`src/hw/rtl/wfba_pkg.sv`:
```
// ----------------------------------------------------------------------------
// wfba_pkg: shared types and constants for the worst-fit block allocator
// Command and result records, operation codes and back-end states.
// ----------------------------------------------------------------------------
package wfba_pkg;

  localparam int MAX_BLOCKS_DEF = 16;
  localparam int SIZE_BITS_DEF  = 16;
  localparam int QUEUE_DEPTH    = 2;

  localparam int IN_IDX_W = 4;
  localparam int AMT_W    = 16;
  localparam int CFG_W    = 5;

  typedef enum logic {
    OP_LOAD  = 1'b0,
    OP_ALLOC = 1'b1
  } op_t;

  typedef struct packed {
    op_t                 op;
    logic                ld_ok;   // load index is inside the block array
    logic [IN_IDX_W-1:0] idx;
    logic [AMT_W-1:0]    amount;
  } cmd_t;

  typedef struct packed {
    logic                granted;
    logic [IN_IDX_W-1:0] chosen_block;
    logic [AMT_W-1:0]    leftover;
  } res_t;

  typedef enum logic [1:0] {
    BK_IDLE,
    BK_SCAN,
    BK_DRAIN,
    BK_FINISH
  } back_state_t;

endpackage

```
`src/hw/rtl/wfba_queue.sv`:
```
// ----------------------------------------------------------------------------
// wfba_queue: small synchronous FIFO
// Register-based circular queue with a fill count; push blocked when full.
// ----------------------------------------------------------------------------
module wfba_queue #(
  parameter int WIDTH = 1,
  parameter int DEPTH = 2
) (
  input  logic             clk,
  input  logic             rst_n,
  input  logic             push,
  input  logic [WIDTH-1:0] wr_data,
  output logic             full,
  input  logic             pop,
  output logic [WIDTH-1:0] rd_data,
  output logic             empty
);

  localparam int PTR_W = (DEPTH > 1) ? $clog2(DEPTH) : 1;
  localparam int CNT_W = $clog2(DEPTH + 1);

  logic [WIDTH-1:0] slot_r [DEPTH];
  logic [PTR_W-1:0] wr_ptr_r, wr_ptr_nxt;
  logic [PTR_W-1:0] rd_ptr_r, rd_ptr_nxt;
  logic [CNT_W-1:0] cnt_r, cnt_nxt;
  logic             do_push, do_pop;

  assign full    = (cnt_r == CNT_W'(DEPTH));
  assign empty   = (cnt_r == '0);
  assign do_push = push & ~full;
  assign do_pop  = pop & ~empty;
  assign rd_data = slot_r[rd_ptr_r];

  always_comb begin
    wr_ptr_nxt = wr_ptr_r;
    rd_ptr_nxt = rd_ptr_r;
    if (do_push) begin
      wr_ptr_nxt = (wr_ptr_r == PTR_W'(DEPTH - 1)) ? '0 : wr_ptr_r + 1'b1;
    end
    if (do_pop) begin
      rd_ptr_nxt = (rd_ptr_r == PTR_W'(DEPTH - 1)) ? '0 : rd_ptr_r + 1'b1;
    end
    cnt_nxt = CNT_W'(cnt_r + CNT_W'(do_push) - CNT_W'(do_pop));
  end

  always_ff @(posedge clk) begin
    if (!rst_n) begin
      wr_ptr_r <= '0;
      rd_ptr_r <= '0;
      cnt_r    <= '0;
    end else begin
      wr_ptr_r <= wr_ptr_nxt;
      rd_ptr_r <= rd_ptr_nxt;
      cnt_r    <= cnt_nxt;
    end
  end

  always_ff @(posedge clk) begin
    if (do_push) begin
      slot_r[wr_ptr_r] <= wr_data;
    end
  end

endmodule

```
`src/hw/rtl/wfba_front.sv`:
```
// ----------------------------------------------------------------------------
// wfba_front: input stage of the allocator
// Decodes each incoming transaction into a command and queues it.
// ----------------------------------------------------------------------------
module wfba_front #(
  parameter int MAX_BLOCKS = wfba_pkg::MAX_BLOCKS_DEF
) (
  input  logic                          clk,
  input  logic                          rst_n,
  input  logic                          in_push,
  output logic                          in_full,
  input  logic                          in_func,
  input  logic [wfba_pkg::IN_IDX_W-1:0] in_block_index,
  input  logic [wfba_pkg::AMT_W-1:0]    in_amount,
  input  logic                          cmd_pop,
  output logic                          cmd_valid,
  output wfba_pkg::cmd_t                cmd
);
  import wfba_pkg::*;

  cmd_t cmd_in;
  logic cmd_empty;

  // loads past the end of the array are kept as no-op commands
  always_comb begin
    cmd_in.op     = op_t'(in_func);
    cmd_in.ld_ok  = (9'(in_block_index) < 9'(MAX_BLOCKS));
    cmd_in.idx    = in_block_index;
    cmd_in.amount = in_amount;
  end

  wfba_queue #(
    .WIDTH ($bits(cmd_t)),
    .DEPTH (QUEUE_DEPTH)
  ) u_cmd_q (
    .clk     (clk),
    .rst_n   (rst_n),
    .push    (in_push),
    .wr_data (cmd_in),
    .full    (in_full),
    .pop     (cmd_pop),
    .rd_data (cmd),
    .empty   (cmd_empty)
  );

  assign cmd_valid = ~cmd_empty;

endmodule

```
`src/hw/rtl/wfba_back.sv`:
```
// ----------------------------------------------------------------------------
// wfba_back: execution stage of the allocator
// Holds block sizes and taken flags; runs loads and worst-fit scans.
// ----------------------------------------------------------------------------
module wfba_back #(
  parameter int MAX_BLOCKS = wfba_pkg::MAX_BLOCKS_DEF,
  parameter int SIZE_BITS  = wfba_pkg::SIZE_BITS_DEF
) (
  input  logic                       clk,
  input  logic                       rst_n,
  input  logic [wfba_pkg::CFG_W-1:0] block_count,
  input  logic                       cmd_valid,
  input  wfba_pkg::cmd_t             cmd,
  output logic                       cmd_pop,
  input  logic                       res_full,
  output logic                       res_push,
  output wfba_pkg::res_t             res
);
  import wfba_pkg::*;

  localparam int IDX_W = (MAX_BLOCKS > 1) ? $clog2(MAX_BLOCKS) : 1;
  localparam int CNT_W = $clog2(MAX_BLOCKS + 1);

  logic [SIZE_BITS-1:0] size_mem [MAX_BLOCKS];
  logic [SIZE_BITS-1:0] rd_data_r;
  logic [MAX_BLOCKS-1:0] taken_r;

  back_state_t state_r, state_nxt;
  logic [CNT_W-1:0]     cnt_r, cnt_nxt;
  logic [CNT_W-1:0]     limit_r, limit_nxt;
  logic [SIZE_BITS-1:0] amt_r, amt_nxt;
  logic                 found_r, found_nxt;
  logic [SIZE_BITS-1:0] best_left_r, best_left_nxt;
  logic [IDX_W-1:0]     best_idx_r, best_idx_nxt;
  logic                 cmp_vld_r, cmp_vld_nxt;
  logic [IDX_W-1:0]     cmp_idx_r, cmp_idx_nxt;

  logic                 rd_en, wr_en, set_taken;
  logic [IDX_W-1:0]     rd_addr, wr_addr;
  logic [SIZE_BITS-1:0] cmd_amt;
  logic [31:0]          amt_ext, left_ext;
  logic [8:0]           idx_ext, chosen_ext, limit_ext;
  logic [CNT_W-1:0]     limit_now;
  logic [SIZE_BITS-1:0] left;
  logic                 fits, better;

  assign amt_ext    = 32'(cmd.amount);
  assign cmd_amt    = amt_ext[SIZE_BITS-1:0];
  assign idx_ext    = 9'(cmd.idx);
  assign wr_addr    = idx_ext[IDX_W-1:0];
  assign limit_ext  = (9'(block_count) > 9'(MAX_BLOCKS)) ? 9'(MAX_BLOCKS) : 9'(block_count);
  assign limit_now  = limit_ext[CNT_W-1:0];
  assign rd_addr    = cnt_r[IDX_W-1:0];
  assign left_ext   = 32'(best_left_r);
  assign chosen_ext = 9'(best_idx_r);

  // compare stage: one stored size per cycle
  assign left   = rd_data_r - amt_r;
  assign fits   = ~taken_r[cmp_idx_r] && (rd_data_r >= amt_r);
  assign better = ~found_r || (left > best_left_r);

  always_comb begin
    state_nxt     = state_r;
    cnt_nxt       = cnt_r;
    limit_nxt     = limit_r;
    amt_nxt       = amt_r;
    found_nxt     = found_r;
    best_left_nxt = best_left_r;
    best_idx_nxt  = best_idx_r;
    cmd_pop       = 1'b0;
    res_push      = 1'b0;
    res           = '0;
    rd_en         = 1'b0;
    wr_en         = 1'b0;
    set_taken     = 1'b0;

    unique case (state_r)
      BK_IDLE: begin
        if (cmd_valid && !res_full) begin
          cmd_pop = 1'b1;
          if (cmd.op == OP_LOAD) begin
            wr_en    = cmd.ld_ok;
            res_push = 1'b1;
          end else if (limit_now == '0) begin
            res_push = 1'b1;
          end else begin
            amt_nxt       = cmd_amt;
            limit_nxt     = limit_now;
            cnt_nxt       = '0;
            found_nxt     = 1'b0;
            best_left_nxt = '0;
            best_idx_nxt  = '0;
            state_nxt     = BK_SCAN;
          end
        end
      end
      BK_SCAN: begin
        rd_en   = 1'b1;
        cnt_nxt = cnt_r + 1'b1;
        if ((cnt_r + 1'b1) == limit_r) begin
          state_nxt = BK_DRAIN;
        end
      end
      BK_DRAIN: begin
        state_nxt = BK_FINISH;
      end
      BK_FINISH: begin
        res_push         = 1'b1;
        res.granted      = found_r;
        res.chosen_block = chosen_ext[IN_IDX_W-1:0];
        res.leftover     = left_ext[AMT_W-1:0];
        set_taken        = found_r;
        state_nxt        = BK_IDLE;
      end
      default: state_nxt = BK_IDLE;
    endcase

    // strict greater keeps the lowest index on ties
    if (cmp_vld_r && fits && better) begin
      found_nxt     = 1'b1;
      best_left_nxt = left;
      best_idx_nxt  = cmp_idx_r;
    end
  end

  assign cmp_vld_nxt = rd_en;
  assign cmp_idx_nxt = rd_addr;

  always_ff @(posedge clk) begin
    if (!rst_n) begin
      state_r   <= BK_IDLE;
      cmp_vld_r <= 1'b0;
      taken_r   <= '0;
    end else begin
      state_r   <= state_nxt;
      cmp_vld_r <= cmp_vld_nxt;
      if (wr_en) begin
        taken_r[wr_addr] <= 1'b0;
      end
      if (set_taken) begin
        taken_r[best_idx_r] <= 1'b1;
      end
    end
  end

  always_ff @(posedge clk) begin
    cnt_r       <= cnt_nxt;
    limit_r     <= limit_nxt;
    amt_r       <= amt_nxt;
    found_r     <= found_nxt;
    best_left_r <= best_left_nxt;
    best_idx_r  <= best_idx_nxt;
    cmp_idx_r   <= cmp_idx_nxt;
  end

  // size store: one write port, one registered read port
  always_ff @(posedge clk) begin
    if (wr_en) begin
      size_mem[wr_addr] <= cmd_amt;
    end
    if (rd_en) begin
      rd_data_r <= size_mem[rd_addr];
    end
  end

endmodule

```
`src/hw/rtl/worst_fit_block_allocator.sv`:
```
// ----------------------------------------------------------------------------
// worst_fit_block_allocator: fixed-partition worst-fit allocator
// A load result is visible the cycle after accept. An allocate holds the back
// end through accept, scan of N = min(block_count, MAX_BLOCKS) blocks, drain
// and finish; otherwise one load per cycle while the result queue has room.
// Reset clears queues, taken flags and block_count; sizes are not cleared.
// ----------------------------------------------------------------------------
module worst_fit_block_allocator #(
  parameter int MAX_BLOCKS = wfba_pkg::MAX_BLOCKS_DEF,
  parameter int SIZE_BITS  = wfba_pkg::SIZE_BITS_DEF
) (
  input  logic                          clk,
  input  logic                          rst_n,
  // input transaction queue
  input  logic                          in_push,
  output logic                          in_full,
  input  logic                          in_func,
  input  logic [wfba_pkg::IN_IDX_W-1:0] in_block_index,
  input  logic [wfba_pkg::AMT_W-1:0]    in_amount,
  // result transaction queue
  output logic                          out_empty,
  input  logic                          out_pop,
  output logic                          out_granted,
  output logic [wfba_pkg::IN_IDX_W-1:0] out_chosen_block,
  output logic [wfba_pkg::AMT_W-1:0]    out_leftover,
  // block_count register write
  input  logic                          cfg_valid,
  output logic                          cfg_ready,
  input  logic [wfba_pkg::CFG_W-1:0]    cfg_data
);
  import wfba_pkg::*;

  // Structure:
  //   front  - decodes func/index into a command, range-checks the load
  //            index, and parks it in a two-entry command queue.
  //   back   - owns the size store and taken flags. An allocate latches the
  //            request, streams the stored sizes through a registered read
  //            port one block per cycle, and keeps the running largest
  //            leftover; ties stay with the lower index.
  //   result - a two-entry queue decouples the back end from out_pop, so
  //            new commands keep flowing while a result waits.
  // The back end only starts a command when the result queue has room,
  // so each command's single result always has a slot.

  logic [CFG_W-1:0] block_count_r;

  cmd_t cmd;
  logic cmd_valid, cmd_pop;
  res_t res_in, res_out;
  logic res_push, res_full;

  // block_count must only be written while idle; not enforced here, always ready
  assign cfg_ready = 1'b1;

  always_ff @(posedge clk) begin
    if (!rst_n) begin
      block_count_r <= '0;
    end else if (cfg_valid && cfg_ready) begin
      block_count_r <= cfg_data;
    end
  end

  wfba_front #(
    .MAX_BLOCKS (MAX_BLOCKS)
  ) u_front (
    .clk            (clk),
    .rst_n          (rst_n),
    .in_push        (in_push),
    .in_full        (in_full),
    .in_func        (in_func),
    .in_block_index (in_block_index),
    .in_amount      (in_amount),
    .cmd_pop        (cmd_pop),
    .cmd_valid      (cmd_valid),
    .cmd            (cmd)
  );

  wfba_back #(
    .MAX_BLOCKS (MAX_BLOCKS),
    .SIZE_BITS  (SIZE_BITS)
  ) u_back (
    .clk         (clk),
    .rst_n       (rst_n),
    .block_count (block_count_r),
    .cmd_valid   (cmd_valid),
    .cmd         (cmd),
    .cmd_pop     (cmd_pop),
    .res_full    (res_full),
    .res_push    (res_push),
    .res         (res_in)
  );

  // result queue: oldest result is on the out_ ports while not empty
  wfba_queue #(
    .WIDTH ($bits(res_t)),
    .DEPTH (QUEUE_DEPTH)
  ) u_res_q (
    .clk     (clk),
    .rst_n   (rst_n),
    .push    (res_push),
    .wr_data (res_in),
    .full    (res_full),
    .pop     (out_pop),
    .rd_data (res_out),
    .empty   (out_empty)
  );

  assign out_granted      = res_out.granted;
  assign out_chosen_block = res_out.chosen_block;
  assign out_leftover     = res_out.leftover;

endmodule
```
`config.mk`:
```
export PLATFORM = sky130hd
export DESIGN_NAME = worst_fit_block_allocator
export DESIGN_NICKNAME = d
export VERILOG_FILES = /design/src/hw/rtl/wfba_pkg.sv /design/src/hw/rtl/wfba_queue.sv /design/src/hw/rtl/wfba_front.sv /design/src/hw/rtl/wfba_back.sv /design/src/hw/rtl/worst_fit_block_allocator.sv
export SDC_FILE = /design/constraint.sdc
export NUM_CORES = 1
export LEC_CHECK = 0
export BUFFER_PORTS_ARGS = -buffer_cell sky130_fd_sc_hd__buf_2
export CORE_AREA = 2 2 238 240
export DETAILED_ROUTE_END_ITERATION = 8
export DIE_AREA = 0 0 240 242
export GPL_TIMING_DRIVEN = 0
export HOLD_SLACK_MARGIN = 0.15
export MAX_ROUTING_LAYER = met4
export PLACE_DENSITY = 0.48
export SYNTH_ARGS = -nofsm -noshare
export SYNTH_HDL_FRONTEND = slang
export SYNTH_SLANG_ARGS = --single-unit
```
`constraint.sdc`:
```
create_clock -name clk -period 5.3 [get_ports clk]
set_input_delay 1.06 -clock clk [delete_from_list [all_inputs] [get_ports clk]]
set_output_delay 1.06 -clock clk [all_outputs]
set_load 0.005 [all_outputs]
```
======== After elaboration in Yosys (flattened, before gate mapping) ========
Memories as Yosys holds them, arrays and structs flattened. A register that Yosys moved wholly into a read port is not among the register bits.
Index checks and enable logic that the tools add are counted.
operators by class
  add/subtract/negate cells ............... 10
  $lt $le $gt $ge ......................... 8
  equal/unequal tests ..................... 11
  muxes and demuxes ....................... 55
  bitwise operators ....................... 14
  reduce and logical (&&, ||, !) cells .... 20
operators with widths
  kind                                                        number
  two-way mux 16 bit                                          8
  two-way mux 1 bit                                           27
  two-way mux 21 bit                                          1
  two-way mux 4 bit                                           5
  two-way mux 5 bit                                           4
  bitwise AND 16 bit                                          1
  >= comparator 16 bit                                        1
  greater-than comparator 16 bit                              1
  NOT 16 bit                                                  1
  OR 16 bit                                                   1
  AND reduction 4 bit                                         4
  subtractor 16 bit                                           1
  less-than comparator 4 x 5 -> 1 bit, second input constant  3
  case mux 5 bit (2 select lines)                             1
  demux 1 bit (select 4 bit)                                  2
  equality test 2 bit, second input constant                  4
  >= comparator 4 x 1 -> 1 bit, second input constant         2
  two-way mux 2 bit                                           4
  case mux 2 bit (4 select lines)                             1
  nonzero test 2 bit                                          4
  NOT 1 bit                                                   7
  logical AND 1 bit                                           6
  zero test 2 bit                                             3
  != test 2 x 1 -> 1 bit, second input constant               3
  other kinds (14)                                            23
word-level totals
  flip-flop bits (word level) ............. 83
  memory bits (writable) .................. 340
  bits of input ports ..................... 31
  output and inout port bits .............. 24
  memories ................................ 3
memory list
  name                    words  bits a word  rd ports  clocked after Yosys merged registers in  wr ports  line              RTL
  u_back.size_mem         16     16           1         1                                        1         wfba_back.sv:24   logic [SIZE_BITS-1:0] size_mem [MAX_BLOCKS];
  u_front.u_cmd_q.slot_r  2      21           1         1                                        1         wfba_queue.sv:22  logic [WIDTH-1:0] slot_r [DEPTH];
  u_res_q.slot_r          2      21           1         1                                        1         wfba_queue.sv:22

======== Logic depth before layout (Yosys ltp) ========
Gate-level depths: netlist of run 1.
  depth after elaboration ................. 10
  depth in mapped cells ................... 17
  mapped depth without buffers ............ 16

======== Hierarchy ========
From an unflattened synthesis of run 1, not the netlist that was laid out.
unflattened totals
  cell total of the unflattened synthesis .. 1050
  area total of the unflattened synthesis .. 18562.8 um^2
by module, submodules not included
  module                         times used  cells each  area each (um^2)  seq. area each (um^2)
  wfba_back                      1           843         14617.8           10029.6
  wfba_queue at u_front.u_cmd_q  1           95          1901.8            1421.4
  wfba_queue at u_res_q          1           92          1831.8            1361.3
  worst_fit_block_allocator      1           18          203.9             100.1
  wfba_front                     1           2           7.5               0.0

======== Worst setup path after synthesis of run 1 ========
No wires, ideal clock.
  path type ............................... register to register
  start ................................... reg u_back.rd_data_r[9] (read register of u_back.size_mem)
  end ..................................... reg u_back.best_idx_r[0], enable pin
  library setup time ...................... 377 ps
  data arrival time ....................... 4063 ps
  data required time ...................... 4923 ps
  setup slack ............................. 860 ps
  cell stages (with the launch flop) ...... 16
  buffers on the path ..................... 1
  clock period less this slack ............ 4440 ps
  cell sequence ........................... edfxtp_1 -> ha_1 -> nand3_1 -> nor3_1 -> a21boi_0 -> nor2_1 -> or4b_2 -> nand3_1 -> ha_1 -> nand4_1 -> nor3_1 -> o21ai_0 -> o2111ai_1 -> o211ai_4 -> buf_6 -> nand2_1
between the ends
  cells in the longest elaborated chain, start to end .. 6
  elaborated cells on any way between the ends .. 12
RTL lines
  item                                                                  line              RTL
  start, declared                                                       wfba_back.sv:25   logic [SIZE_BITS-1:0] rd_data_r;
  subtractor 16 bit *                                                   wfba_back.sv:58   assign left = rd_data_r - amt_r;
  named net u_back.left[15]                                             wfba_back.sv:44   logic [SIZE_BITS-1:0] left;
  greater-than comparator 16 bit *                                      wfba_back.sv:60   assign better = ~found_r || (left > best_left_r);
  logical OR 1 bit *                                                    wfba_back.sv:60
  logical AND 1 bit *                                                   wfba_back.sv:119  if (cmp_vld_r && fits && better) begin
  != test 2 bit (no source line) or nonzero test 2 bit (tied branches)  n/a
  AND reduction 4 bit (no source line) *                                n/a
  end signal, assigned                                                  wfba_back.sv:152  best_idx_r <= best_idx_nxt;
  end, declared                                                         wfba_back.sv:34   logic [IDX_W-1:0] best_idx_r, best_idx_nxt;
Mark *: on every way through the listed nets, which the timed path passes. The rest lies on a longest branch.
A chain may end at the register's enable or synchronous reset.

======== Final worst setup path of run 1 ========
  start ................................... reg u_back.amt_r[0]
  end ..................................... reg u_back.best_left_r[12], enable pin
between the ends
  cells in the longest elaborated chain, start to end .. 6
  elaborated cells on any way between the ends .. 12
RTL lines
  item                                                                  line              RTL
  start, declared                                                       wfba_back.sv:31   logic [SIZE_BITS-1:0] amt_r, amt_nxt;
  start signal, assigned                                                wfba_back.sv:149  amt_r <= amt_nxt;
  subtractor 16 bit *                                                   wfba_back.sv:58
  named net u_back.left[12]                                             wfba_back.sv:44
  greater-than comparator 16 bit *                                      wfba_back.sv:60
  logical OR 1 bit *                                                    wfba_back.sv:60
  logical AND 1 bit *                                                   wfba_back.sv:119
  != test 2 bit (no source line) or nonzero test 2 bit (tied branches)  n/a
  AND reduction 4 bit (no source line) *                                n/a
  end signal, assigned                                                  wfba_back.sv:151  best_left_r <= best_left_nxt;
  end, declared                                                         wfba_back.sv:33   logic [SIZE_BITS-1:0] best_left_r, best_left_nxt;
Marks and branches as above.

==> results of run 1 <==
## through the flow
step | setup TNS [ns] | hold slack (ns) | worst slack, ns | area (um^2) | cells
floorplan | 0 | 0.346 | 0.860 | 18200 | 1032
global placement | -9.46 | 0.361 | -0.339 | 19400 | 1840
detailed placement | -6.56 | 0.372 | -0.330 | 19700 | 1859
CTS | 0 | 0.393 | 0.154 | 21400 | 1951
global route | 0 | 0.400 | 0.00263 | 21400 | 1951
finish | 0 | 0.391 | 0.375 | 21400 | 1951
## cell usage after synthesis (2+ instances only)
cell type / number
a211oi_1: 3
a21boi_0: 19
a21o_1: 6
a21oi_1: 21
a311oi_1: 2
a31oi_1: 3
and2_1: 32
buf_1: 4
buf_2: 2
buf_6: 2
clkbuf_1: 25
dfxtp_1: 39
edfxtp_1: 402
ha_1: 41
inv_1: 58
mux2_2: 38
mux2i_1: 6
mux4_1: 4
mux4_2: 81
nand2_1: 40
nand2b_1: 5
nand3_1: 12
nand4_1: 4
nor2_1: 48
nor2b_1: 18
nor3_1: 8
nor3b_1: 3
o2111a_1: 7
o211ai_1: 3
o21a_1: 5
o21ai_0: 31
o21bai_1: 4
o31ai_1: 2
or2_2: 3
or3b_2: 2
xnor2_1: 16
xor2_1: 6
## power by group
group / switching (mW) / internal, mW
Sequential: 0.127 / 4.36
Combinational: 1.46 / 0.980
Clock: 1.40 / 2.06
## worst max-delay path by stage
stage / start / endpoint / slack (ns) / cells after the start
global placement: u_back.rd_data_r[9] / u_back.best_left_r[8] / -0.34 / 15
global route: u_back.rd_data_r[10] / u_back.best_left_r[7] / 0.003 / 15
detailed placement: u_back.rd_data_r[9] / u_back.best_left_r[8] / -0.33 / 15
floorplan: u_back.rd_data_r[9] / u_back.best_idx_r[0] / 0.86 / 15
finish: u_back.amt_r[0] / u_back.best_left_r[12] / 0.38 / 15
CTS: u_back.rd_data_r[9] / u_back.best_left_r[7] / 0.15 / 15
## routing by layer
layer / global-route usage (%) / vias to the layer above / wire length [um]
met3: 3.03 / 80 / 1650
met4: 4.48 / 0 / 1030
met5: - / - / 0
met2: 23.8 / 177 / 19700
met1: 18.0 / 4732 / 17300
li1: - / 4295 / -
## critical path, stage by stage (launching register included)
cell	delay, ns
edfxtp_1	0.38
ha_1	0.24
fa_1	0.41
nand2b_1	0.20
a211oi_1	0.57
o41ai_2	0.22
nand2_1	0.39
xnor2_1	0.17
ha_1	0.32
nand4_1	0.14
nor3_2	0.30
o21ai_0	0.18
o2111ai_1	0.36
o211ai_4	0.24
buf_6	0.23
nand2_4	0.24
## cell families after synthesis
group	count (synthesis)	share of synthesized area (%)
AO/OA/AOI/OAI	122	4.81
XOR/XNOR	22	1.06
adder cells (fa/ha/maj)	42	2.93
buffers and inverters	92	2.02
flip-flops	441	70.7
multiplexers	129	13.3
other	1	0.0206
AND/OR/NAND/NOR	183	5.10
## cell type report
class | count | area, um^2 | share of cell area (%)
plain buffers | 34 | 149 | 0.695
clock buffers | 61 | 1310 | 6.13
clock inverters | 31 | 343 | 1.60
inverters | 58 | 218 | 1.02
multi-input cells | 499 | 5020 | 23.5
flip-flops and latches | 441 | 12900 | 60.0
well taps | 756 | 946 | 4.42
repair buffers | 71 | 573 | 2.68
## flip-flops by register name, summed over array words and instances, names as in the netlist, 2 cells and up, named ones only
register	cells
u_back.taken_r	16
u_back.amt_r	16
u_res_q.slot_r	42
u_back.state_r	2
u_back.best_left_r	16
u_front.u_cmd_q.slot_r	42
u_res_q.cnt_r	2
u_back.size_mem	256
u_front.u_cmd_q.cnt_r	2
u_back.best_idx_r	4
u_back.limit_r	5
u_back.rd_data_r	16
u_back.cmp_idx_r	4
u_back.cnt_r	5
block_count_r	5
==> summary.md, run 1 <==
| Metric | Value |
|---|---|
| DRT Pass-1 Iters | `4` |
| Clk_skew | `0.0184 ns` |
| Core Area | `55,700 um^2` |
| Hold path endpoint | `u_back.cmp_idx_r[3]` |
| Routed Antenna Nets | `0` |
| Yosys top cell area share | `66.4%` |
| Post-synthesis sequential area ratio | `70.7%` |
| CTS tree | `done` |
| Fillers | `5,237` |
| Final hold viol count | `0` |
| Port Buffers | `between 50 and 60` |
| Worst-case clock buffer depth | `3` |
| Tmin final | `4.92 ns` |
| Outcome | `finished clean` |
| Ys Warns | `0` |
| Clock Latency Late Sink | `0.60 ns` |
| Nets | `1,227` |
| Largest net degree at the start of global routing | `23` |
| DIE WIDTH | `240 um` |
| VDD IR max | `0.269 mV` |
| Post-Syn Nets | `1,105` |
| Register clock-pin slew on the reported worst setup and hold paths | `0.06 ns` |
| Total chip power | `around 10 mW` |
| Fmax | `203 MHz` |
| Overflow after GRT | `0` |
| Area Growth Syn to Fin | `17.9%` |
| Slew headroom | `14.6%` |
| Post-Syn Instances | `1,032` |
| Netlist cell types | `64` |
| Slew Viols, Final | `0` |
| Async S/R FF share, synth | `0%` |
| Gpl congestion | `0.794` |
| Area contributors post-synth | `edfxtp_1 (66%), mux4_2 (10%), dfxtp_1 (4.3%)` |
| Row count | `87` |
| Initial Util | `approximately a third` |
| Kind of critical path | `flip-flop to flip-flop` |
| Drt drc | `0` |
| Commonest non-fill, non-tap cell in the layout | `edfxtp_1` |
| RSZ-0062 raised after global routing | `no` |
| Layout cells sized above 1 | `about a quarter` |
| WHS Path Cells | `0` |
| ANT cells | `0` |
| Hold Buf Count CTS | `0` |
| Dpl hpwl | `28,000 um` |
| Setup crit start kind | `flip-flop` |
| R2R depth | `15` |
| H-tree depth | `2` |
| Initial detailed-routing violation count | `603` |
| Reg2Reg Capture Point | `u_back.best_left_r[12]` |
| Worst Hold Class | `flip-flop to flip-flop` |
| Routed length per instance | `20.3 um` |
| First-pass GRT wire length | `just over 60,000 um` |
| Initial antenna violation count | `0` |
| Dominant cell type by area after synthesis | `edfxtp_1` |
| Root Buffer | `clkbuf_16` |
| WP data required | `between 5 and 6 ns` |
| Core Util, Final | `roughly 38%` |
| CTS buffer count | `49` |
| Critical path peak fanout | `20` |
| Crit share post-route | `92.9%` |
| Crit path DAT | `5.18 ns` |
| Max Cap Viol | `0` |
| Setup violators final | `0` |
| Syn Area/Cell | `17.6 um^2` |
| Reg2Reg Setup Slack | `0.38 ns` |
| Die height | `242 um` |
| Most common flop cell mapped by yosys | `edfxtp_1` |
| Via count | `~9,300` |
| CP endpoint kind | `flip-flop` |
| CTS Sinks | `about 440` |
| Top Ports | `55` |
| Hold path start | `u_back.cnt_r[3]` |
| Worst-Margin Slew | `1.28 ns` |
| GRT Total Usage | `14.5%` |
| Vias/cell | `4.76` |
| Most frequent cells in the layout | `edfxtp_1 (402), mux4_2 (81), inv_1 (58), buf_2 (54), clkbuf_16 (50)` |
| Launching point of the worst reg2reg path | `u_back.amt_r[0]` |
| Detailed Route WL | `roughly 40,000 um` |
| Post-CTS Setup Bufs | `0` |
| Post-Syn Area | `18,200 um^2` |
| # resized after CTS | `3` |
| Vias in the first global route | `9,869` |
| Flops & latches, synth | `between 400 and 500` |
| DIE AREA | `58,100 um^2` |
| Leak | `7.27 nW` |
| Power Dens Cells | `485 nW/um^2` |
| Number of flops mapped to enable cells by yosys | `402` |
No activity file was read; power rests on OpenSTA's default activity.
==> inputs of run 2 (changes only) <==
Settings changed: CORE_AREA 2 2 238 240 to 2 2 195 293, DIE_AREA 0 0 240 242 to 0 0 197 295.
Clock period 5.3 ns to 6.13 ns, I/O delays scaled along.
==> run 2 against run 1 <==
  * Total power decreased by 17%
  * Utilization decreased by 0.40 points
  * Die area about the same
  * Sequential share of layout area increased by 0.96 points
==> summary.md, run 2 (same netlist as run 1, synthesis figures left out) <==
| Metric | Value |
|---|---|
| Outcome | `finished clean` |
| Power Dens Cells | `409 nW/um^2 (-16%)` |
| Critical path peak fanout | `20 (unchanged)` |
| H-tree depth | `2 (unchanged)` |
| GRT Total Usage | `14.5% (+0.050 points)` |
| Sequential Area | `12,900 um^2 (unchanged)` |
| Top Ports | `55 (unchanged)` |
| Reg2Reg Setup Slack | `0.50 ns (+0.12 ns)` |
| WP data required | `6.32 ns (+0.76 ns)` |
| Most flops, register | `u_back.size_mem` |
| Area Growth Syn to Fin | `16.0%` |
| Largest net degree at the start of global routing | `22 (-4.3%)` |
| Initial Util | `32.8% (+0.17 points)` |
| Routed Antenna Nets | `0 (unchanged)` |
| Die height | `295 um (+22%)` |
| Area taken by multi-input logic gates | `5010 um^2 (-0.32%)` |
| WHS Path Cells | `0 (unchanged)` |
| Hold path start | `u_back.cnt_r[2]` |
| Dpl hpwl | `28,100 um (+0.51%)` |
| Final hold viol count | `0 (unchanged)` |
| Worst-case clock buffer depth | `3 (unchanged)` |
| DIE WIDTH | `197 um (-18%)` |
| First-pass GRT wire length | `60,400 um (-0.27%)` |
| Initial antenna violation count | `0 (unchanged)` |
| CTS Sinks | `441 (unchanged)` |
| Fmax | `178 MHz (-13%)` |
| Reg2Reg Capture Point | `u_back.best_left_r[11]` |
| Row count | `106 (+22%)` |
| Setup crit start kind | `flip-flop` |
| Hold Slack | `0.369 ns (-0.0226 ns)` |
| DIE AREA | `58,100 um^2 (about the same)` |
| Most frequent cells in the layout | `edfxtp_1 (402), mux4_2 (81), inv_1 (58), buf_2 (54), clkbuf_16 (44)` |
| Regs by FF count | `u_back.size_mem x256, u_front.u_cmd_q.slot_r x42, u_res_q.slot_r x42` |
| Slew Viols, Final | `0 (unchanged)` |
| Kind of critical path | `flip-flop to flip-flop` |
| Crit path DAT | `5.82 ns (+0.64 ns)` |
| Worst Hold Class | `flip-flop to flip-flop` |
| RSZ-0062 raised after global routing | `no` |
| Setup_tns | `0 ns (unchanged)` |
| Largest register FFs | `256 (unchanged)` |
| Root Buffer | `clkbuf_16` |
| R2R depth | `16 (+1)` |
| Slew headroom | `15.5% (+0.89 points)` |
| ANT cells | `0 (unchanged)` |
| Clk_skew | `0.0266 ns (+0.00818 ns)` |
| Via count | `9,112 (-1.9%)` |
| Routed length per instance | `21.3 um (+4.7%)` |
| Port Buffers | `52 (unchanged)` |
| Overflow after GRT | `0 (unchanged)` |
| Drt drc | `0 (unchanged)` |
| CTS buffer count | `44 (-10%)` |
| Worst-Margin Slew | `1.27 ns (-0.00746 ns)` |
| Vias in the first global route | `9,650 (-2.2%)` |
| Layout cells sized above 1 | `24.3% (-0.88 points)` |
| Crit share post-route | `91.9% (-1.1 points)` |
| Tmin final | `5.63 ns (+0.706 ns)` |
| Max Cap Viol | `0 (unchanged)` |
| Clock Latency Late Sink | `0.57 ns (-0.03 ns)` |
| Fillers | `5,117 (-2.3%)` |
| Hold path endpoint | `u_back.cmp_idx_r[2]` |
| Setup violators final | `0 (unchanged)` |
| Gpl congestion | `0.759 (-4.4%)` |
| Register clock-pin slew on the reported worst setup and hold paths | `0.06 ns (about the same)` |
| DRT Pass-1 Iters | `6 (+2)` |
| CTS tree | `done` |
| Nets | `1,223 (-0.33%)` |
| Leak | `7.14 nW (-1.7%)` |
| Commonest non-fill, non-tap cell in the layout | `edfxtp_1` |
| Initial detailed-routing violation count | `459 (-24%)` |
| CP endpoint kind | `flip-flop` |
| Detailed Route WL | `40,200 um (+1.2%)` |
| Core Area | `55,400 um^2 (-0.53%)` |
| Launching point of the worst reg2reg path | `u_back.rd_data_r[0]` |
| VDD IR max | `0.198 mV (-27%)` |
| Vias/cell | `4.83 (+1.5%)` |
## run 2: what timing repair did
| item | CTS | global route |
|---|---|---|
| setup endpoints to repair | 0 | 20 |
| gates resized for setup | 0 | 1 |
| setup buffers | 0 | 0 |
| hold buffers | 0 | 0 |
## run 2: cell type report
type | count | area share (%)
Inverter | 58 | 1.03
Tap cell | 702 | 4.17
Clock buffer | 52 | 5.37
Sequential cell | 441 | 61.0
Buffer | 34 | 0.706
Clock inverter | 29 | 1.29
Multi-Input combinational cell | 499 | 23.8
Timing Repair Buffer | 72 | 2.71
## run 2: worst max-delay path, stage by stage (launching register included)
cell       delay (ns)
edfxtp_1         0.37
inv_1            0.06
ha_1             0.17
fa_1             0.22
nand2b_1         0.19
a211oi_1         0.15
o41ai_1          0.84
nand2_1          0.50
xnor2_1          0.27
ha_1             0.31
nand4_1          0.13
nor3_1           0.49
o21ai_0          0.24
o2111ai_1        0.41
o211ai_4         0.24
buf_6            0.23
nand2_2          0.40
## run 2: worst max path at each step
stage                                        end  cells past startpoint                 from
after global placement     u_back.best_left_r[9]                     16  u_back.rd_data_r[0]
after global routing      u_back.best_left_r[11]                     16  u_back.rd_data_r[0]
after CTS                  u_back.best_left_r[5]                     16  u_back.rd_data_r[0]
after floorplan             u_back.best_idx_r[0]                     15  u_back.rd_data_r[9]
final                     u_back.best_left_r[11]                     16  u_back.rd_data_r[0]
after detailed placement   u_back.best_left_r[9]                     16  u_back.rd_data_r[0]
## run 2: metrics by stage
stage / std cells / area [um^2] / setup slack [ns] / utilization, % / total power [mW]
global route: 1887 / 21100 / 0.151 / 38.0 / 9.09
CTS: 1887 / 21100 / 0.0908 / 38.0 / 8.76
global placement: 1786 / 19300 / 0.0298 / 34.8 / 6.03
floorplan: 1032 / 18200 / 1.69 / - / 5.35
detailed placement: 1806 / 19700 / 0.0892 / 35.5 / 6.09
finish: 1887 / 21100 / 0.499 / 38.0 / 8.62
## run 2: per-layer routing
| layer | vias to the layer above | share of wire, % | GRT usage [%] |
|---|---|---|---|
| met4 | 0 | 2.7 | 4.93 |
| met1 | 4618 | 40 | 16.1 |
| li1 | 4264 | - | - |
| met3 | 57 | 3.2 | 1.89 |
| met5 | - | 0 | - |
| met2 | 173 | 55 | 26.9 |
## run 2: where the power goes
part	switching, mW	total, mW	internal (mW)
clock network	1.15	2.64	1.50
registers	0.105	3.87	3.77
logic	1.25	2.10	0.848
